`config.mk`:
```
export PLATFORM = sky130hd
export DESIGN_NAME = hdc_cell
export DESIGN_NICKNAME = d
export VERILOG_FILES = /design/src/hdl/hdc_pkg.sv /design/src/hdl/hdc_cell.sv
export SDC_FILE = /design/constraint.sdc
export NUM_CORES = 2
export LEC_CHECK = 0
export BUFFER_PORTS_ARGS = -buffer_cell sky130_fd_sc_hd__clkbuf_2
export CAP_MARGIN = 20
export CORE_MARGIN = 2
export CORE_UTILIZATION = 60
export CTS_CLUSTER_DIAMETER = 80
export DETAILED_ROUTE_END_ITERATION = 10
export HOLD_SLACK_MARGIN = 0.02
export PLACE_DENSITY = 0.78
export SLEW_MARGIN = 15
export SYNTH_ARGS = -nofsm -noshare
export SYNTH_HDL_FRONTEND = slang
export SYNTH_SLANG_ARGS = --single-unit
export TNS_END_PERCENT = 30
```
`constraint.sdc`:
```
create_clock -name clk -period 9.5 [get_ports clk]
set_input_delay 0 -clock clk [delete_from_list [all_inputs] [get_ports clk]]
set_output_delay 0 -clock clk [all_outputs]
set_load 0.05 [all_outputs]
```
`src/hdl/hdc_pkg.sv`:
```
// Shared constants and types of the 1-D heat stencil core
`timescale 1ns / 1ps
package hdc_pkg;

	localparam int MAX_CELLS = 64;
	localparam int CNT_W     = $clog2(MAX_CELLS + 1);
	localparam int TEMP_W    = 32;
	localparam int LAP_W     = TEMP_W + 3;
	localparam int RATE_W    = 16;
	localparam int PROD_W    = LAP_W + RATE_W + 1;
	localparam int FRAC_W    = 16;
	localparam int SUM_W     = PROD_W - FRAC_W;
	localparam int STEP_W    = 16;

	typedef enum logic [1:0] {
		ST_LOAD,
		ST_ALIGN,
		ST_STEP,
		ST_EMIT
	} state_t;

	typedef enum logic [1:0] {
		PH_LAP,
		PH_MUL,
		PH_ADD
	} phase_t;

	typedef enum logic [0:0] {
		REG_RATE  = 1'b0,
		REG_STEPS = 1'b1
	} reg_idx_t;

	typedef struct packed {
		logic shift;
		logic calc_lap;
		logic calc_mul;
		logic calc_add;
	} cell_op_t;

endpackage

```
`src/hdl/hdc_cell.sv`:
```
// One cell of the row: holds a temperature, shifts and runs the stencil update
`timescale 1ns / 1ps
module hdc_cell (
	input  logic                              clk,
	input  hdc_pkg::cell_op_t                 op,
	input  logic                              interior,
	input  logic [hdc_pkg::RATE_W-1:0]        rate,
	input  logic [hdc_pkg::TEMP_W-1:0]        up_t,
	input  logic [hdc_pkg::TEMP_W-1:0]        down_t,
	output logic [hdc_pkg::TEMP_W-1:0]        t
);

	logic signed [hdc_pkg::TEMP_W-1:0] t_q;
	logic signed [hdc_pkg::LAP_W-1:0]  lap_s1;
	logic signed [hdc_pkg::PROD_W-1:0] prod_s2;
	logic signed [hdc_pkg::LAP_W-1:0]  up_x;
	logic signed [hdc_pkg::LAP_W-1:0]  dn_x;
	logic signed [hdc_pkg::LAP_W-1:0]  t_x;
	logic signed [hdc_pkg::SUM_W-1:0]  delta;
	logic signed [hdc_pkg::SUM_W-1:0]  sum;
	logic [hdc_pkg::TEMP_W-1:0]        sat;

	assign up_x  = hdc_pkg::LAP_W'(signed'(up_t));
	assign dn_x  = hdc_pkg::LAP_W'(signed'(down_t));
	assign t_x   = hdc_pkg::LAP_W'(t_q);
	assign delta = prod_s2[hdc_pkg::PROD_W-1:hdc_pkg::FRAC_W];
	assign sum   = hdc_pkg::SUM_W'(t_q) + delta;

	always_comb begin
		if (sum[hdc_pkg::SUM_W-1:hdc_pkg::TEMP_W-1] == '0 ||
		    sum[hdc_pkg::SUM_W-1:hdc_pkg::TEMP_W-1] == '1) begin
			sat = sum[hdc_pkg::TEMP_W-1:0];
		end else if (sum[hdc_pkg::SUM_W-1]) begin
			sat = {1'b1, {(hdc_pkg::TEMP_W-1){1'b0}}};
		end else begin
			sat = {1'b0, {(hdc_pkg::TEMP_W-1){1'b1}}};
		end
	end

	always_ff @(posedge clk) begin
		if (op.shift) begin
			t_q <= up_t;
		end else if (op.calc_add && interior) begin
			t_q <= sat;
		end
		if (op.calc_lap) begin
			lap_s1 <= up_x - (t_x <<< 1) + dn_x;
		end
		if (op.calc_mul) begin
			prod_s2 <= lap_s1 * signed'({1'b0, rate});
		end
	end

	assign t = t_q;

endmodule

```
==> impl_metrics.toml <==
[run_status]
outcome = "finished clean"

[sta]
max_freq_mhz = 138
rsz0062_at_grt = "no"
min_period_over_period_pct = 76.2
slew_headroom_pct = 28.0
worstMarginPinSlew_ns = 1.08
hold_viol = 0
period_minus_slack_ns = 7.24
drv_slew = 0
hold_ws_ns = 0.0335
finClkSkew_ns = 0.0105
setup-violations-final = 0
fin_setup_tns_ns = 0

[floorplan]
dieArea_um2 = 47600
die_x_um = 218
io_pins = 118
core-area_um2 = 45300
std_cell_rows = 78
initial_core_util_pct = 60.7
die_y_um = 218

[grt]
antenna_found_initial = 2
first_global_vias = 23000
grt_overflow_total = 0
use_met3_pct = 7.29
grtUsageMet2_pct = 52.7
grt.busiest_layer = "met2"
grtUsageTotal_pct = 32.6
gr-usage-met1_pct = 44.6
grt_pass1_wl_um = 120000
grt_max_degree = 47

[synth]
yosys_warnings = 0
synth_cells = 3036
synth_edf_count = 103
synth_fp_nets = 3874
syn_avg_cell_area_um2 = 9.06
synth-seq-area-share_pct = 11.2
synth_most_common_cell = "inv_1"
yosysTopAreaCellShare_pct = 40.9
ys_seq_elements = 103
synthArstFlopShare_pct = 0
yosys-top-cells-area = "fa_1, edfxtp_1, inv_1"
synth_top_cells_by_count = "inv_1, fa_1, nand2_1"
ys_types = 71
synth_largest_area_cell = "fa_1"
netlist_area_um2 = 27500
synthFlopType = "edfxtp_1"

[critical_path]
path_cells = "nand2_1 -> fa_1 -> fa_1 -> fa_1 -> inv_1 -> fa_1 -> fa_1 -> inv_1 -> fa_1 -> inv_1 -> ha_1 -> a21o_1 -> a21o_1 -> a211oi_1 -> o2111a_1 -> nand3_1 -> a31o_2 -> a31oi_1 -> o21bai_1 -> xor2_1"
cp_slowest_stage_delay_ns = 0.92
cp_common_cell = "fa_1"
critPathSlowestCell = "edfxtp_1"
cp.required_ns = 9.63
path_class = "register to register"
arrival_ns = 7.38
start_kind = "register"
end_kind = "register"
crit_fanout = 16

[clocking]
clockBufferDepth = 2
post_cts_resized = 0
cts.sinks = 103
insertion_delay_ns = 0.38
cts_buffers = 9
h-tree-depth = 3
clk_pin_slew_ns = 0.08
cts_tree = "done"
clockRootBuffer = "clkbuf_16"

[cells_and_area]
multi_input_area_um2 = 21100
fin_nets = 3912
syn_to_final_growth_pct = 5.19
fillers = 3684
antenna_cells = 0
final_cells = 3679
layout-drive-gt1-share_pct = 5.75
final_util_pct = 63.9
seqCellArea_um2 = 3090

[placement]
dp_hpwl_um = 57000
io_buffers = 117
dpl.cell_count = 3638
globalplace.congestion = 0.939

[route]
viasPerCell = 5.73
totalWireLength_um = 73100
wire_per_inst_um = 19.9
ant_nets = 0
dr.pass1.iters = 5
num_vias = 21100
drc_errors = 0
drt_iter0_drc = 1652

[worst_hold_path]
hold_path_class = "input port to register"

[job]
drv_cap = 0
-- sequential cells by signal (all words and copies together) (netlist names) --
name / cells
lap_s1: 35
t: 32
prod_s2: 36
-- routing by layer --
layer	part of all wire, %	wire length [um]	up-vias
met4	2.5	1830	4
met3	9.9	7230	155
met5	0.023	17	-
met1	41	29700	10500
li1	-	-	9333
met2	47	34400	1095
-- cells in the final DEF, fill, tap and decap left out, drive strengths merged, types with 59 or more instances in the layout --
master	synthesis	layout
inv	750	751
fa	562	562
nand2	421	421
and2	219	219
ha	190	190
clkbuf	115	129
a21oi	121	121
edfxtp	103	103
xnor2	71	71
nor2	59	59
-- timing repair --
item	CTS	global route
hold buffers	24	0
endpoints found under the hold margin	24	0
buffers inserted	0	0
-- worst max-delay path: cells and delay by family (launching register included) --
| family | cells | cell delay [ns] |
|---|---|---|
| buffers and inverters | 3 | 0.20 |
| and+or+nand+nor | 2 | 0.40 |
| DFF | 1 | 0.92 |
| adders and majority gates | 7 | 3.42 |
| xor gates and xnor gates | 1 | 0.15 |
| AOI/OAI and AO/OA | 7 | 1.90 |
-- layout make-up --
class / instances / share of cell area (%)
clock inverter: 5 / 0.151
tap: 600 / 2.60
inverter: 750 / 9.73
multi-input combinational: 2063 / 73.0
sequential: 103 / 10.7
clock buffer: 11 / 0.805
timing repair buffer: 147 / 3.00
-- per-stage QoR --
stage	instance area, um2	setup slack [ns]
detailed placement	28400	2.44
global route	28900	2.03
finish	28900	2.26
CTS	28900	2.40
floorplan	27500	3.33
global placement	28400	2.51
-- logic make-up after synthesis --
group | synth area share, %
AND/OR/NAND/NOR | 14.6
flip-flops | 11.2
buffers and inverters | 11.9
adder cells (fa/ha/maj) | 49.6
multiplexers | 0.191
AO/OA/AOI/OAI | 9.47
XOR/XNOR | 2.99
-- path summary, 6_finish.rpt --
| kind | end | depth (start not counted) | slack [ns] | from |
|---|---|---|---|---|
| setup / recovery | prod_s2[46] | 20 | 2.26 | lap_s1[29] |
| hold / removal | t[11] | 3 | 0.03 | up_t[11] |
| setup reg to reg | prod_s2[46] | 20 | 2.26 | lap_s1[29] |
| hold reg to reg | t[0] | 3 | 0.74 | prod_s2[16] |
Power is left out: the tool's default activity adds up to more than one toggle a clock period on the data nets, which glitch-free logic cannot reach.
