==> config.mk <==
export PLATFORM = sky130hd
export DESIGN_NAME = hdc_ctrl
export DESIGN_NICKNAME = d
export VERILOG_FILES = /design/src/hdl/hdc_pkg.sv /design/src/hdl/hdc_ctrl.sv
export SDC_FILE = /design/constraint.sdc
export NUM_CORES = 1
export LEC_CHECK = 0
export BUFFER_PORTS_ARGS = -buffer_cell sky130_fd_sc_hd__buf_2
export CAP_MARGIN = 20
export CORE_MARGIN = 3
export CORE_UTILIZATION = 40
export DETAILED_ROUTE_END_ITERATION = 6
export GPL_TIMING_DRIVEN = 0
export PLACE_DENSITY = 0.54
export SETUP_SLACK_MARGIN = 0.4
export SYNTH_ARGS = -nofsm -noshare
export SYNTH_HDL_FRONTEND = slang
export SYNTH_SLANG_ARGS = --single-unit
==> constraint.sdc <==
create_clock -name clk -period 3.2 [get_ports clk]
set_input_delay 0.32 -clock clk [delete_from_list [all_inputs] [get_ports clk]]
set_output_delay 0.32 -clock clk [all_outputs]
set_load 0.02 [all_outputs]
==> src/hdl/hdc_pkg.sv <==
// Shared constants and types of the 1-D heat stencil core
`timescale 1ns / 1ps
package hdc_pkg;

	localparam int MAX_CELLS = 64;
	localparam int CNT_W     = $clog2(MAX_CELLS + 1);
	localparam int TEMP_W    = 32;
	localparam int LAP_W     = TEMP_W + 3;
	localparam int RATE_W    = 16;
	localparam int PROD_W    = LAP_W + RATE_W + 1;
	localparam int FRAC_W    = 16;
	localparam int SUM_W     = PROD_W - FRAC_W;
	localparam int STEP_W    = 16;

	typedef enum logic [1:0] {
		ST_LOAD,
		ST_ALIGN,
		ST_STEP,
		ST_EMIT
	} state_t;

	typedef enum logic [1:0] {
		PH_LAP,
		PH_MUL,
		PH_ADD
	} phase_t;

	typedef enum logic [0:0] {
		REG_RATE  = 1'b0,
		REG_STEPS = 1'b1
	} reg_idx_t;

	typedef struct packed {
		logic shift;
		logic calc_lap;
		logic calc_mul;
		logic calc_add;
	} cell_op_t;

endpackage

==> src/hdl/hdc_ctrl.sv <==
// Sequencer of the stencil core: load, align, step and emit phases
`timescale 1ns / 1ps
module hdc_ctrl (
	input  logic                          clk,
	input  logic                          arst_n,
	input  logic                          in_valid,
	input  logic                          in_last,
	output logic                          in_ready,
	input  logic [hdc_pkg::STEP_W-1:0]    step_count,
	input  logic                          out_free,
	output hdc_pkg::cell_op_t             op,
	output logic                          take_in,
	output logic                          emit_load,
	output logic                          emit_last,
	output logic [hdc_pkg::CNT_W-1:0]     cnt
);

	localparam logic [hdc_pkg::CNT_W-1:0] FULL = hdc_pkg::CNT_W'(hdc_pkg::MAX_CELLS);
	localparam logic [hdc_pkg::CNT_W-1:0] MIN_ROW = hdc_pkg::CNT_W'(3);

	hdc_pkg::state_t state_q, state_d;
	hdc_pkg::phase_t ph_q;
	logic [hdc_pkg::CNT_W-1:0]  cnt_q;
	logic [hdc_pkg::CNT_W-1:0]  pad_q;
	logic [hdc_pkg::CNT_W-1:0]  emit_q;
	logic [hdc_pkg::STEP_W-1:0] steps_q;
	logic acc, stored, pad_done, run_steps, last_step;

	assign acc       = in_valid && in_ready;
	assign stored    = acc && (cnt_q != FULL);
	assign pad_done  = (pad_q == FULL);
	assign run_steps = (cnt_q >= MIN_ROW) && (step_count != '0);
	assign last_step = (steps_q + 1'b1) == step_count;

	always_comb begin
		state_d = state_q;
		case (state_q)
			hdc_pkg::ST_LOAD: begin
				if (acc && in_last) state_d = hdc_pkg::ST_ALIGN;
			end
			hdc_pkg::ST_ALIGN: begin
				if (pad_done) state_d = run_steps ? hdc_pkg::ST_STEP : hdc_pkg::ST_EMIT;
			end
			hdc_pkg::ST_STEP: begin
				if (ph_q == hdc_pkg::PH_ADD && last_step) state_d = hdc_pkg::ST_EMIT;
			end
			hdc_pkg::ST_EMIT: begin
				if (out_free && emit_last) state_d = hdc_pkg::ST_LOAD;
			end
			default: state_d = hdc_pkg::ST_LOAD;
		endcase
	end

	always_comb begin
		in_ready    = (state_q == hdc_pkg::ST_LOAD);
		take_in     = stored;
		emit_last   = (emit_q == cnt_q - 1'b1);
		emit_load   = (state_q == hdc_pkg::ST_EMIT) && out_free;
		op.shift    = stored || ((state_q == hdc_pkg::ST_ALIGN) && !pad_done) || emit_load;
		op.calc_lap = (state_q == hdc_pkg::ST_STEP) && (ph_q == hdc_pkg::PH_LAP);
		op.calc_mul = (state_q == hdc_pkg::ST_STEP) && (ph_q == hdc_pkg::PH_MUL);
		op.calc_add = (state_q == hdc_pkg::ST_STEP) && (ph_q == hdc_pkg::PH_ADD);
	end

	always_ff @(posedge clk or negedge arst_n) begin
		if (!arst_n) begin
			state_q <= hdc_pkg::ST_LOAD;
			ph_q    <= hdc_pkg::PH_LAP;
			cnt_q   <= '0;
			pad_q   <= '0;
			emit_q  <= '0;
			steps_q <= '0;
		end else begin
			state_q <= state_d;
			if (stored) begin
				cnt_q <= cnt_q + 1'b1;
			end else if (emit_load && emit_last) begin
				cnt_q <= '0;
			end
			if (acc && in_last) begin
				pad_q <= stored ? cnt_q + 1'b1 : cnt_q;
			end else if (state_q == hdc_pkg::ST_ALIGN && !pad_done) begin
				pad_q <= pad_q + 1'b1;
			end
			if (state_q == hdc_pkg::ST_STEP) begin
				case (ph_q)
					hdc_pkg::PH_LAP: ph_q <= hdc_pkg::PH_MUL;
					hdc_pkg::PH_MUL: ph_q <= hdc_pkg::PH_ADD;
					default:         ph_q <= hdc_pkg::PH_LAP;
				endcase
				if (ph_q == hdc_pkg::PH_ADD) steps_q <= steps_q + 1'b1;
			end else if (emit_load && emit_last) begin
				steps_q <= '0;
			end
			if (emit_load) begin
				emit_q <= emit_last ? '0 : emit_q + 1'b1;
			end
		end
	end

	assign cnt = cnt_q;

endmodule

==> flow_summary.ini <==
[final_layout]
drive_above_1_share_pct = 19.2
finalInstanceArea_um2 = 3720
area_delta_synth_final_pct = 19.5
post-route-util_pct = 50.2
nets = 454
diodes = 0

[sta]
hold_violations = 0
fin_crit_ns = 2.63
tightest_slew_ns = 0.943
setup_viol = 0
drv_slew = 0
rsz0062_at_grt = false
max_slew_margin_pct = 37.1
fin_skew_ns = 0.00488
period_share_pct = 82.2
fmax_ghz = 0.380
holdWs_ns = 0.165

[hold_path]
hold_class = input pin to async pin

[logic_synthesis]
synth_ff_type = dfrtp_1
avgSynthCellArea_um2 = 8.28
synth_warnings = 0
synthTopCellsByArea = dfrtp_1, xnor2_1, xor2_1
syn_nets = 409
yosys-top-cells-count = dfrtp_1, nand2_1, nor2_1
synth_top_area_share_pct = 33.0
ys_ff_latch = 41
synth_cells = 376
synth_top_area_cell = dfrtp_1
ys_types = 59
synth-edff-count = 0
async_reset_ff_share_pct = 100
synth_seq_area_share_pct = 33.0
synth_area_um2 = 3110

[floorplanning]
dieArea_um2 = 8880
num_io_pins = 36
core-area_um2 = 7410
start_util_pct = 42.0
placementRows = 31
fp.dieW_um = 94.2
die_h_um = 94.2

[worst_setup_path]
arrival_ns = 2.31
cp-start-kind = flop
path_max_fanout = 7
slowest_stage = dfrtp_1
required_ns = 2.88
r2r-start = cnt[1]
endpoint = emit_last
r2r_slack_ns = 0.60
setup.worst_path.end_class = primary output
cpPeakStageDelay_ns = 0.40
rr_worst_depth = 9
startpoint = cnt[0]
critical_path_class = flop to primary output
r2r-end = state_q[1]
worstPathCellList = clkbuf_4 > inv_2 > ha_4 > nor3b_1 > xnor2_1 > o2111ai_4 > nor3_4 > buf_2

[clock_tree]
clk_latency_ns = 0.29
cts_buffers = 5
path_clk_slew_ns = 0.08
cts_max_level = 2
cts_buffer_depth = 2
cts_tree = built
clkSinkCount = 41
cts_root_buf = clkbuf_8

[placement]
place_area_um2 = 3410
place_hpwl_mm = 6.02
portBuffers = 35
gp_congestion = 0.883

[global_route]
grt-ovfl-total = 0
grt_pass1_wl_mm = 13.8
grtUsageTotal_pct = 19.7
grt_max_degree = 42
antenna_found_initial = 0
grt_pass1_vias = 2819

[power_and_ir_drop]
p_leak_nw = 1.64
ir_worst_vdd_mv = 0.441
powerDensity_nw_per_um2 = 731

[route]
num_vias = 2945
wl_per_cell_um = 15.7
drt_first_pass_iters = 5
routed_wl_mm = 8.18
drc = 0
first_iter_violations = 105
met3_wirelength_um = 419
met1_length_mm = 3.64
highest_layer = met4
vias_per_cell = 5.65
wl_met2_mm = 3.96
drtAntennaViolNets = 0

[status]
status = finished, final reports clean

[flow_run]
maxCapViolations = 0
==> repair_timing <==
item,4_1_cts,5_1_grt
buffers inserted,2,1
pin swaps,2,4
hold buffers,0,0
gates resized for setup,10,22
endpoints found under the setup margin,26,19
==> through the flow <==
step / std cells / setup TNS, ns / setup slack, ns / power (W)
after global placement: 510 / 0 / 0.0190 / 0.00207
after global routing: 521 / 0 / 0.403 / 0.00295
after CTS: 520 / 0 / 0.413 / 0.00259
after detailed placement: 510 / -0.0113 / -0.0113 / 0.00208
final: 521 / 0 / 0.571 / 0.00272
after floorplan: 376 / 0 / 0.463 / 0.00176
==> per-layer routing <==
metal / up-vias / global-route usage [%]
li1: 1444 / -
met1: 1392 / 25.6
met2: 96 / 34.0
met3: 13 / 2.48
met4: 0 / 6.14
met5: - / 0
==> worst min path at each step <==
stage               cells after the start          end   startpoint
detailed placement                      1  steps_q[15]  steps_q[15]
floorplan                               0       cnt[0]       arst_n
global route                            1  steps_q[15]       arst_n
global placement                        1  steps_q[15]  steps_q[15]
CTS                                     1  steps_q[15]       arst_n
finish                                  1  steps_q[13]       arst_n
==> logic make-up (layout without fill, tap and decap cells) <==
group	Yosys count	after routing	share of synthesized area, %
flip-flops	41	41	33.0
adder cells (fa/ha/maj)	12	12	4.82
multiplexers	3	3	1.00
AO/OA/AOI/OAI	91	91	18.7
XOR/XNOR	41	41	11.5
AND/OR/NAND/NOR	154	154	26.2
buffers and inverters	34	80	4.86
==> where the power goes <==
part / internal [W] / switching [W] / total [W] / leakage (nW)
clock network: 0.000255 / 0.000185 / 0.000439 / 0.0585
registers: 0.000676 / 0.000170 / 0.000847 / 0.538
logic: 0.000582 / 0.000852 / 0.00143 / 1.04
==> area by class of cell <==
class | count | area [µm²]
Multi-Input combinational cell | 301 | 2090
Clock inverter | 1 | 30.0
Clock buffer | 7 | 86.3
Fill cell | 739 | 3690
Inverter | 15 | 57.6
Sequential cell | 41 | 1030
Tap cell | 99 | 124
Timing Repair Buffer | 38 | 198
Buffer | 19 | 101
==> worst max-delay path, delay by kind of cell, from the launching register on <==
family	cells	cell delay, ns
AND/OR/NAND/NOR	2	0.52
buffers and inverters	3	0.49
flip-flops	1	0.40
AO/OA/AOI/OAI	1	0.23
XOR/XNOR	1	0.20
adder cells (fa/ha/maj)	1	0.18
==> cells in the final DEF, fill, tap and decap left out, types with 2 or more instances in the layout <==
cell type,count
nor4_2,3
clkbuf_8,6
a2bb2oi_1,2
buf_4,6
ha_1,11
xnor2_1,21
or3_1,4
o21ai_0,31
nand3_1,9
clkbuf_2,2
a21oi_1,18
or2b_1,2
buf_2,39
clkbuf_1,8
nor2_1,34
xor2_1,18
and3_1,9
and2_1,2
a31oi_1,9
nor4_1,6
nor3_1,11
o211ai_1,3
nor2b_1,2
nor4_4,3
inv_1,12
nor3b_1,5
nand2_1,41
and4_1,4
o31ai_1,2
nand2b_1,2
nand3_2,2
nand4_1,8
a211oi_1,4
a21o_1,4
o2111ai_1,2
dfrtp_1,40
==> sequential cells by signal, indices dropped and copies added (netlist names) <==
signal and cells:
state_q 2, pad_q 7, cnt 7, steps_q 16, ph_q 2, emit_q 7
(Power assumes the default switching activity.)
